`src/rtl/quadrature_position_speed_macros.svh`:
```
// Assertion helpers shared by the RTL files.
`ifndef QUADRATURE_POSITION_SPEED_MACROS_SVH
`define QUADRATURE_POSITION_SPEED_MACROS_SVH

`ifndef SYNTHESIS
// Same-cycle implication, checked out of reset.
`define QPS_ASSERT_IMPLY(label, clk, rst_n, ante, cons) \
    label: assert property (@(posedge clk) disable iff (!rst_n) (ante) |-> (cons)) \
        else $error("assertion failed");
// Next-cycle implication, checked out of reset.
`define QPS_ASSERT_NEXT(label, clk, rst_n, ante, cons) \
    label: assert property (@(posedge clk) disable iff (!rst_n) (ante) |=> (cons)) \
        else $error("assertion failed");
`else
`define QPS_ASSERT_IMPLY(label, clk, rst_n, ante, cons)
`define QPS_ASSERT_NEXT(label, clk, rst_n, ante, cons)
`endif

`endif

```
`src/rtl/qps_pkg.sv`:
```
`timescale 1ns / 1ps
package qps_pkg;

    localparam logic [15:0] CPR_RESET = 16'd1320;
    // 2*pi*1000*2^16, truncated
    localparam logic [28:0] SPEED_K   = 29'd411774832;

    localparam int NUM_W   = 61;
    localparam int DEN_W   = 48;
    localparam int QBITS   = 31;
    localparam int STEP_W  = 5;

    localparam logic [1:0] ACT_EDGE_A = 2'd0;
    localparam logic [1:0] ACT_EDGE_B = 2'd1;
    localparam logic [1:0] ACT_SPEED  = 2'd2;
    localparam logic [1:0] ACT_CLEAR  = 2'd3;

    localparam logic CPR_INDEX = 1'b0;

    typedef struct packed {
        logic load;
        logic mul;
        logic prep;
        logic step;
        logic out_load;
    } qps_cmd_t;

    typedef struct packed {
        logic is_speed;
        logic dt_zero;
    } qps_stat_t;

endpackage

```
`src/rtl/quadrature_position_speed.sv`:
```
`timescale 1ns / 1ps
// Quadrature x4 position counter with speed estimate.
// Input stream: s_tuser carries the event kind (edge on A, edge on B, speed
// request, clear); s_tdata carries the channel levels and a millisecond stamp.
// Output stream: one transfer per input event with the position after the
// event and, on a speed request, the speed in rad/s as signed Q15.16.
// APB: counts_per_rev at byte address 0; the user must write it only while
// the block is idle; the block itself does not enforce this.
// Sequence: an edge or clear event passes through MUL without arithmetic and
// loads the output in DONE; a speed request runs the multiply (MUL), rounding
// and saturation (PREP), the one-bit-per-cycle restoring divider (DIV) and
// the output load (DONE), and m_tvalid rises after the load.
// A speed request with zero elapsed time skips the multiply, rounding and
// divider. One event is in work at a time; s_tready is high only when the
// sequencer is idle and returns the cycle after the result loads.
// The output register holds a finished result while m_tready is low and the
// next event is still accepted; its result waits in the datapath until then.
// Reset clears position, the stored speed reference and counts_per_rev
// returns to 1320.
module quadrature_position_speed
    import qps_pkg::*;
(
    input  logic        clk,
    input  logic        rst_n,
    input  logic        s_tvalid,
    output logic        s_tready,
    input  logic [39:0] s_tdata,   // level_a, level_b, now_ms[31:0], zero pad
    input  logic [1:0]  s_tuser,   // action[1:0]
    output logic        m_tvalid,
    input  logic        m_tready,
    output logic [63:0] m_tdata,   // position[31:0], speed[31:0]
    output logic [1:0]  m_tuser,   // speed_valid, zero_interval
    input  logic        psel,
    input  logic        penable,
    input  logic        pwrite,
    input  logic [2:0]  paddr,
    input  logic [31:0] pwdata,
    output logic [31:0] prdata,
    output logic        pready
);

    logic [15:0] cpr_reg;
    logic [15:0] cpr_eff;
    qps_cmd_t    cmd;
    qps_stat_t   stat;
    logic [31:0] position, speed;
    logic        speed_valid, zero_interval;

    assign pready = 1'b1;
    assign prdata = (paddr[2] == CPR_INDEX) ? {16'd0, cpr_reg} : 32'd0;

    always_ff @(posedge clk or negedge rst_n)
    begin
        if (!rst_n)
        begin
            cpr_reg <= CPR_RESET;
        end
        else if (psel && penable && pwrite && pready && (paddr[2] == CPR_INDEX))
        begin
            cpr_reg <= pwdata[15:0];
        end
    end

    // a zero setting scales as one
    assign cpr_eff = (cpr_reg == '0) ? 16'd1 : cpr_reg;

    qps_ctrl u_ctrl (
        .clk       (clk),
        .rst_n     (rst_n),
        .in_valid  (s_tvalid),
        .in_ready  (s_tready),
        .out_valid (m_tvalid),
        .out_ready (m_tready),
        .stat      (stat),
        .cmd       (cmd)
    );

    qps_dp u_dp (
        .clk           (clk),
        .rst_n         (rst_n),
        .cmd           (cmd),
        .stat          (stat),
        .cpr           (cpr_eff),
        .action        (s_tuser),
        .level_a       (s_tdata[0]),
        .level_b       (s_tdata[1]),
        .now_ms        (s_tdata[33:2]),
        .position      (position),
        .speed         (speed),
        .speed_valid   (speed_valid),
        .zero_interval (zero_interval)
    );

    assign m_tdata = {speed, position};
    assign m_tuser = {zero_interval, speed_valid};

endmodule

```
`src/rtl/qps_ctrl.sv`:
```
`timescale 1ns / 1ps
`include "quadrature_position_speed_macros.svh"
module qps_ctrl
    import qps_pkg::*;
(
    input  logic      clk,
    input  logic      rst_n,
    input  logic      in_valid,
    output logic      in_ready,
    output logic      out_valid,
    input  logic      out_ready,
    input  qps_stat_t stat,
    output qps_cmd_t  cmd
);

    localparam logic [2:0] ST_IDLE = 3'd0;
    localparam logic [2:0] ST_MUL  = 3'd1;
    localparam logic [2:0] ST_PREP = 3'd2;
    localparam logic [2:0] ST_DIV  = 3'd3;
    localparam logic [2:0] ST_DONE = 3'd4;

    localparam logic [STEP_W-1:0] STEP_LAST = STEP_W'(QBITS - 1);

    logic [2:0]        state_reg, state_next;
    logic [STEP_W-1:0] step_reg, step_next;
    logic              out_valid_reg, out_valid_next;
    logic              accept;
    logic              can_load;

    assign in_ready  = (state_reg == ST_IDLE);
    assign accept    = in_valid && in_ready;
    assign out_valid = out_valid_reg;
    assign can_load  = !out_valid_reg || out_ready;

    always_comb
    begin
        state_next     = state_reg;
        step_next      = step_reg;
        out_valid_next = out_valid_reg;
        cmd            = '0;
        if (out_valid_reg && out_ready)
        begin
            out_valid_next = 1'b0;
        end
        case (state_reg)
            ST_IDLE:
            begin
                if (accept)
                begin
                    cmd.load   = 1'b1;
                    state_next = ST_MUL;
                end
            end
            ST_MUL:
            begin
                // edges, clears and zero intervals need no arithmetic
                if (!stat.is_speed || stat.dt_zero)
                begin
                    state_next = ST_DONE;
                end
                else
                begin
                    cmd.mul    = 1'b1;
                    state_next = ST_PREP;
                end
            end
            ST_PREP:
            begin
                cmd.prep   = 1'b1;
                step_next  = STEP_LAST;
                state_next = ST_DIV;
            end
            ST_DIV:
            begin
                cmd.step  = 1'b1;
                step_next = step_reg - 1'b1;
                if (step_reg == '0)
                begin
                    state_next = ST_DONE;
                end
            end
            ST_DONE:
            begin
                if (can_load)
                begin
                    cmd.out_load   = 1'b1;
                    out_valid_next = 1'b1;
                    state_next     = ST_IDLE;
                end
            end
            default:
            begin
                state_next = ST_IDLE;
            end
        endcase
    end

    always_ff @(posedge clk or negedge rst_n)
    begin
        if (!rst_n)
        begin
            state_reg     <= ST_IDLE;
            step_reg      <= '0;
            out_valid_reg <= 1'b0;
        end
        else
        begin
            state_reg     <= state_next;
            step_reg      <= step_next;
            out_valid_reg <= out_valid_next;
        end
    end

    `QPS_ASSERT_NEXT(a_div_ends, clk, rst_n, (state_reg == ST_DIV) && (step_reg == '0), state_reg == ST_DONE)
    `QPS_ASSERT_NEXT(a_done_holds, clk, rst_n, (state_reg == ST_DONE) && !can_load, (state_reg == ST_DONE) && out_valid_reg)
    `QPS_ASSERT_NEXT(a_load_shows, clk, rst_n, cmd.out_load, out_valid_reg && (state_reg == ST_IDLE))

endmodule

```
`src/rtl/qps_dp.sv`:
```
`timescale 1ns / 1ps
`include "quadrature_position_speed_macros.svh"
module qps_dp
    import qps_pkg::*;
(
    input  logic        clk,
    input  logic        rst_n,
    input  qps_cmd_t    cmd,
    output qps_stat_t   stat,
    input  logic [15:0] cpr,
    input  logic [1:0]  action,
    input  logic        level_a,
    input  logic        level_b,
    input  logic [31:0] now_ms,
    output logic [31:0] position,
    output logic [31:0] speed,
    output logic        speed_valid,
    output logic        zero_interval
);

    logic [31:0]      count_reg, cals_reg, tals_reg;
    logic [1:0]       act_reg;
    logic             neg_reg;
    logic [31:0]      mag_reg;
    logic [31:0]      dt_reg;
    logic             dt_zero_reg;
    logic [NUM_W-1:0] num_reg;
    logic [DEN_W-1:0] den_reg;
    logic             sat_reg;
    logic [DEN_W-1:0] rem_reg;
    logic [QBITS-1:0] low_reg;
    logic [QBITS-1:0] quot_reg;
    logic [31:0]      position_reg, speed_reg;
    logic             speed_valid_reg, zero_reg;

    logic [31:0]          dc;
    logic [31:0]          dt;
    logic [NUM_W-1:0]     rounded;
    logic [DEN_W+QBITS:0] den_top;
    logic [DEN_W:0]       rem_sh;
    logic [DEN_W:0]       rem_diff;
    logic                 qbit;
    logic [31:0]          quot_ext;
    logic [31:0]          speed_val;

    assign dc = count_reg - cals_reg;
    assign dt = now_ms - tals_reg;

    // rounding offset and saturation bound for the quotient
    assign rounded = num_reg + NUM_W'(den_reg >> 1);
    assign den_top = {1'b0, den_reg, {QBITS{1'b0}}};

    assign rem_sh   = {rem_reg, low_reg[QBITS-1]};
    assign rem_diff = rem_sh - {1'b0, den_reg};
    assign qbit     = (rem_sh >= {1'b0, den_reg});

    assign quot_ext = {1'b0, quot_reg};

    always_comb
    begin
        speed_val = '0;
        if ((act_reg == ACT_SPEED) && !dt_zero_reg)
        begin
            if (sat_reg)
            begin
                speed_val = neg_reg ? 32'h8000_0000 : 32'h7FFF_FFFF;
            end
            else
            begin
                speed_val = neg_reg ? (~quot_ext + 32'd1) : quot_ext;
            end
        end
    end

    always_ff @(posedge clk or negedge rst_n)
    begin
        if (!rst_n)
        begin
            count_reg <= '0;
            cals_reg  <= '0;
            tals_reg  <= '0;
        end
        else if (cmd.load)
        begin
            case (action)
                ACT_EDGE_A:
                begin
                    count_reg <= (level_a == level_b) ? count_reg + 32'd1 : count_reg - 32'd1;
                end
                ACT_EDGE_B:
                begin
                    count_reg <= (level_a != level_b) ? count_reg + 32'd1 : count_reg - 32'd1;
                end
                ACT_SPEED:
                begin
                    cals_reg <= count_reg;
                    tals_reg <= now_ms;
                end
                default:
                begin
                    count_reg <= '0;
                    cals_reg  <= '0;
                    tals_reg  <= '0;
                end
            endcase
        end
    end

    always_ff @(posedge clk)
    begin
        if (cmd.load)
        begin
            act_reg     <= action;
            neg_reg     <= dc[31];
            mag_reg     <= dc[31] ? (~dc + 32'd1) : dc;
            dt_reg      <= dt;
            dt_zero_reg <= (dt == '0);
        end
        if (cmd.mul)
        begin
            num_reg <= NUM_W'(mag_reg) * NUM_W'(SPEED_K);
            den_reg <= DEN_W'(dt_reg) * DEN_W'(cpr);
        end
        if (cmd.prep)
        begin
            sat_reg  <= ({{(DEN_W + QBITS + 1 - NUM_W){1'b0}}, rounded} >= den_top);
            rem_reg  <= DEN_W'(rounded[NUM_W-1:QBITS]);
            low_reg  <= rounded[QBITS-1:0];
            quot_reg <= '0;
        end
        if (cmd.step)
        begin
            rem_reg  <= qbit ? rem_diff[DEN_W-1:0] : rem_sh[DEN_W-1:0];
            low_reg  <= {low_reg[QBITS-2:0], 1'b0};
            quot_reg <= {quot_reg[QBITS-2:0], qbit};
        end
        if (cmd.out_load)
        begin
            position_reg    <= count_reg;
            speed_reg       <= speed_val;
            speed_valid_reg <= (act_reg == ACT_SPEED);
            zero_reg        <= (act_reg == ACT_SPEED) && dt_zero_reg;
        end
    end

    assign stat.is_speed = (act_reg == ACT_SPEED);
    assign stat.dt_zero  = dt_zero_reg;

    assign position      = position_reg;
    assign speed         = speed_reg;
    assign speed_valid   = speed_valid_reg;
    assign zero_interval = zero_reg;

    `QPS_ASSERT_NEXT(a_zero_speed, clk, rst_n, cmd.out_load && (act_reg == ACT_SPEED) && dt_zero_reg, (speed_reg == '0) && speed_valid_reg && zero_reg)
    `QPS_ASSERT_NEXT(a_clear_pos, clk, rst_n, cmd.load && (action == ACT_CLEAR), (count_reg == '0) && (cals_reg == '0) && (tals_reg == '0))

endmodule

```
`config.mk`:
```
export PLATFORM = sky130hd
export DESIGN_NAME = quadrature_position_speed
export DESIGN_NICKNAME = d
export VERILOG_FILES = /design/src/rtl/qps_pkg.sv /design/src/rtl/quadrature_position_speed.sv /design/src/rtl/qps_ctrl.sv /design/src/rtl/qps_dp.sv
export VERILOG_INCLUDE_DIRS = /design/src /design/src/rtl
export SDC_FILE = /design/constraint.sdc
export NUM_CORES = 2
export LEC_CHECK = 0
export ABC_AREA = 1
export ABC_CLOCK_PERIOD_IN_PS = 8600
export CORE_ASPECT_RATIO = 1.4
export CORE_MARGIN = 2
export CORE_UTILIZATION = 50
export DETAILED_ROUTE_END_ITERATION = 16
export DONT_BUFFER_PORTS = 1
export GPL_ROUTABILITY_DRIVEN = 0
export GPL_TIMING_DRIVEN = 0
export PLACE_DENSITY = 0.75
export SYNTH_ARGS = -nofsm -noshare
export SYNTH_HDL_FRONTEND = slang
export SYNTH_HIERARCHICAL = 1
export SYNTH_SLANG_ARGS = --single-unit
export TNS_END_PERCENT = 20
```
`constraint.sdc`:
```
create_clock -name clk -period 8.6 [get_ports clk]
set_input_delay 0.43 -clock clk [delete_from_list [all_inputs] [get_ports clk]]
set_output_delay 0.43 -clock clk [all_outputs]
set_load 0.02 [all_outputs]
```
==> results.yml <==
status:
  status: "finished, final reports clean"
clock_tree:
  htree_num_levels: 2
  cts_made_buffers: 52
  clock_sinks: 471
  tritoncts: "done"
  hold_buffers: 55
  cts_max_path_buffers: 3
  cts_setup_buffers: 0
  cts_resized: 0
  cts_root_buf: "clkbuf_16"
  path_clk_slew_ps: 60
  clkLatencyLatePin_ps: 670
detailed_routing:
  met3_wirelength_mm: 16.3
  wl_met1_mm: 69.3
  post-route-drc-count: 0
  dr.first_iter.drc_count: 4885
  wl_met2_mm: 98.5
  vias_per_cell: 5.61
  firstDrtPassIters: 8
  vias: 57200
  highest_layer: "met4"
  wl_per_cell_um: 20.0
  drtAntennaViolNets: 0
  postRouteWirelength_mm: 204
critical_path:
  reg2reg_setup_slack_ps: 990
  startpoint: "u_dp/mag_reg[19]$_DFFE_PP_"
  path_buf_inv: 6
  r2r-start: "u_dp/mag_reg[19]$_DFFE_PP_"
  r2r_end: "u_dp/num_reg[38]$_DFFE_PP_"
  critPathMaxStageDelay_ps: 820
  path_cells: "inv_1 > fa_1 > fa_1 > inv_1 > fa_1 > inv_1 > fa_1 > inv_1 > fa_1 > fa_1 > inv_1 > fa_1 > inv_1 > ha_1 > nand2_1 > nor2_1 > nand2_1 > nor4_1 > a21oi_1 > o21bai_1 > xor2_1"
  cp.depth: 21
  cp_max_fo: 9
  reg2reg_depth: 21
  start_kind: "flip-flop"
  cpMostUsedCell: "fa_1"
  end_kind: "flip-flop"
  cp.arrival_ps: 8030
  required_ps: 9010
  crit_slowest_cell: "nor4_1"
  endpoint: "u_dp/num_reg[38]$_DFFE_PP_"
  crit_family: "adder cells"
  crit_type: "reg2reg"
synthesis:
  synth_largest_area_cell: "fa_1"
  synth_warnings: 6
  yosys.area_share.xor_xnor: 0.0340
  avgSynthCellArea_sq_um: 7.89
  synthArstFlopShare: 0.257
  synthTopCellsByArea: "fa_1 (23%), edfxtp_1 (16%), ha_1 (12%)"
  synthMuxAreaShare: 0
  synth_fa_ha_area_frac: 0.354
  synth_edf_count: 349
  synth_top_family_by_area: "adder cells"
  synth.most_common_cell: "inv_1"
  synth_ff_type: "edfxtp_1"
  yosys.area_share.simple: 0.192
  seq_area_frac_synth: 0.207
  synth_top_area_frac: 0.233
  syn_area_sq_um: 65300
  synth-compound-area-share: 0.0856
  synthCells: 8273
  netlist-cell-type-count: 74
  synth_common_cells: "inv_1 (1918), nand2_1 (1750), fa_1 (759)"
  yosys_register_bits: 471
timing:
  setup_tns_ps: 0
  slew_headroom: 0.267
  clock_skew_ps: 24.2
  setup_ws_ps: 988
  finalHoldViolCount: 0
  slew_viol_final: 0
  finalCriticalPeriod_ps: 7610
  grt_setup_unrepaired: "no"
  finalSetupViolCount: 0
  fin_crit_sh: 0.885
  worst_pin_slew_ps: 1090
  fmax_mhz: 131
global_routing:
  antenna_found_initial: 4
  groute.usage.overall: 0.307
  grt_max_degree: 122
  overflow: 0
  grt_pass1_wl_mm: 316
  grt_pass1_vias: 58700
place:
  dp_slack_ps: 1360
  place_hpwl_mm: 166
  place_area_sq_um: 67800
  io_buffers: 0
cells_and_area:
  nFillCells: 11700
  syn2layout_area_growth_pct: 7.38
  fin_nets: 9886
  largest_register_ffs: 57
  fin_util: 0.542
  stdcell_area_sq_um: 70100
  drive_gt1_frac: 0.0321
floorplan:
  core_area_sq_um: 129000
  dieArea_sq_um: 134000
  initial_core_util: 0.505
  core.rowCount: 156
  fp.dieH_um: 432
  die_w_um: 309
  boundaryPins: 185
min_path:
  min-delay-path-class: "in2reg"
run:
  max-cap-violations: 0
-- layout make-up --
cell class,instances,area [sq um],area share
multi-input combinational,5649,43500,0.621
sequential,471,13500,0.193
inverter,1929,7240,0.103
tap,1738,2170,0.0310
clock buffer,62,1420,0.0202
buffer,239,1070,0.0152
timing repair buffer,70,769,0.0110
clock inverter,35,365,0.00521
antenna,5,12.5,0.000178
-- routing by layer --
layer	track usage	vias up
met4	0.238	0
li1	-	26000
met3	0.0587	1086
met2	0.533	3034
met5	0	-
met1	0.328	27000
-- worst register-to-register path, stage by stage, from the launching register on --
cell and delay (ps):
edfxtp_1 720, inv_1 220, fa_1 560, fa_1 550
inv_1 80, fa_1 530, inv_1 50, fa_1 500
inv_1 50, fa_1 500, fa_1 490, inv_1 50
fa_1 470, inv_1 40, ha_1 400, nand2_1 140
nor2_1 230, nand2_1 110, nor4_1 820, a21oi_1 280
o21bai_1 220, xor2_1 380
-- how the worst min path moves through the flow --
stage,from,endpoint,slack [ps],cells past startpoint
3_5_place_dp,rst_n,u_dp/tals_reg[7]$_DFFE_PN0P_,140,0
2_1_floorplan,rst_n,cpr_reg[0]$_DFFE_PN0P_,130,0
5_1_grt,s_tuser[1],u_dp/count_reg[0]$_DFFE_PN0P_,30,3
3_3_place_gp,rst_n,u_dp/tals_reg[7]$_DFFE_PN0P_,140,0
4_1_cts,s_tuser[1],u_dp/count_reg[0]$_DFFE_PN0P_,0.9,3
6_report,s_tuser[1],u_dp/count_reg[0]$_DFFE_PN0P_,20,3
-- cell families after synthesis --
kind of cell             Yosys count
AO/OA/AOI/OAI                    986
XOR/XNOR                         251
adder cells (fa/ha/maj)         1390
buffers and inverters           2168
flip-flops                       471
other                              2
AND/OR/NAND/NOR                 3005
-- through the flow --
| stage | hold WS (ps) | cells |
|---|---|---|
| 2_1_floorplan | 134 | 8288 |
| 3_3_place_gp | 140 | 10000 |
| 3_5_place_dp | 140 | 10000 |
| 4_1_cts | 0.947 | 10200 |
| 5_1_grt | 28.4 | 10200 |
| 6_report | 16.4 | 10200 |
-- placed cells by master, fill, tap and decap left out, drive strengths merged, types with 5 or more instances in the layout --
| cell type | netlist | final |
|---|---|---|
| clkinvlp | 0 | 9 |
| a22o | 10 | 10 |
| fa | 759 | 759 |
| a21boi | 11 | 11 |
| nand3b | 24 | 24 |
| edfxtp | 349 | 349 |
| o21a | 17 | 17 |
| nand3 | 290 | 290 |
| diode | 0 | 5 |
| nand2 | 1773 | 1773 |
| a31oi | 73 | 73 |
| clkbuf | 190 | 252 |
| and2 | 7 | 7 |
| xnor2 | 88 | 88 |
| nor3 | 91 | 91 |
| o21ai | 364 | 364 |
| nor4 | 35 | 35 |
| clkinv | 0 | 10 |
| nand4 | 106 | 106 |
| nor2 | 653 | 653 |
| a211oi | 5 | 5 |
| dfrtp | 117 | 117 |
| o21bai | 26 | 26 |
| a22oi | 6 | 6 |
| o221ai | 5 | 5 |
| buf | 49 | 65 |
| a21oi | 361 | 361 |
| o22ai | 36 | 36 |
| a21o | 37 | 37 |
| conb | 2 | 17 |
| o211ai | 16 | 16 |
| ha | 631 | 631 |
| xor2 | 163 | 163 |
| or2 | 17 | 17 |
| inv | 1929 | 1941 |
| dlygate4sd3 | 0 | 54 |
Power is left out: the tool's default activity adds up to more than one toggle a clock period on the data nets, which glitch-free logic cannot reach.
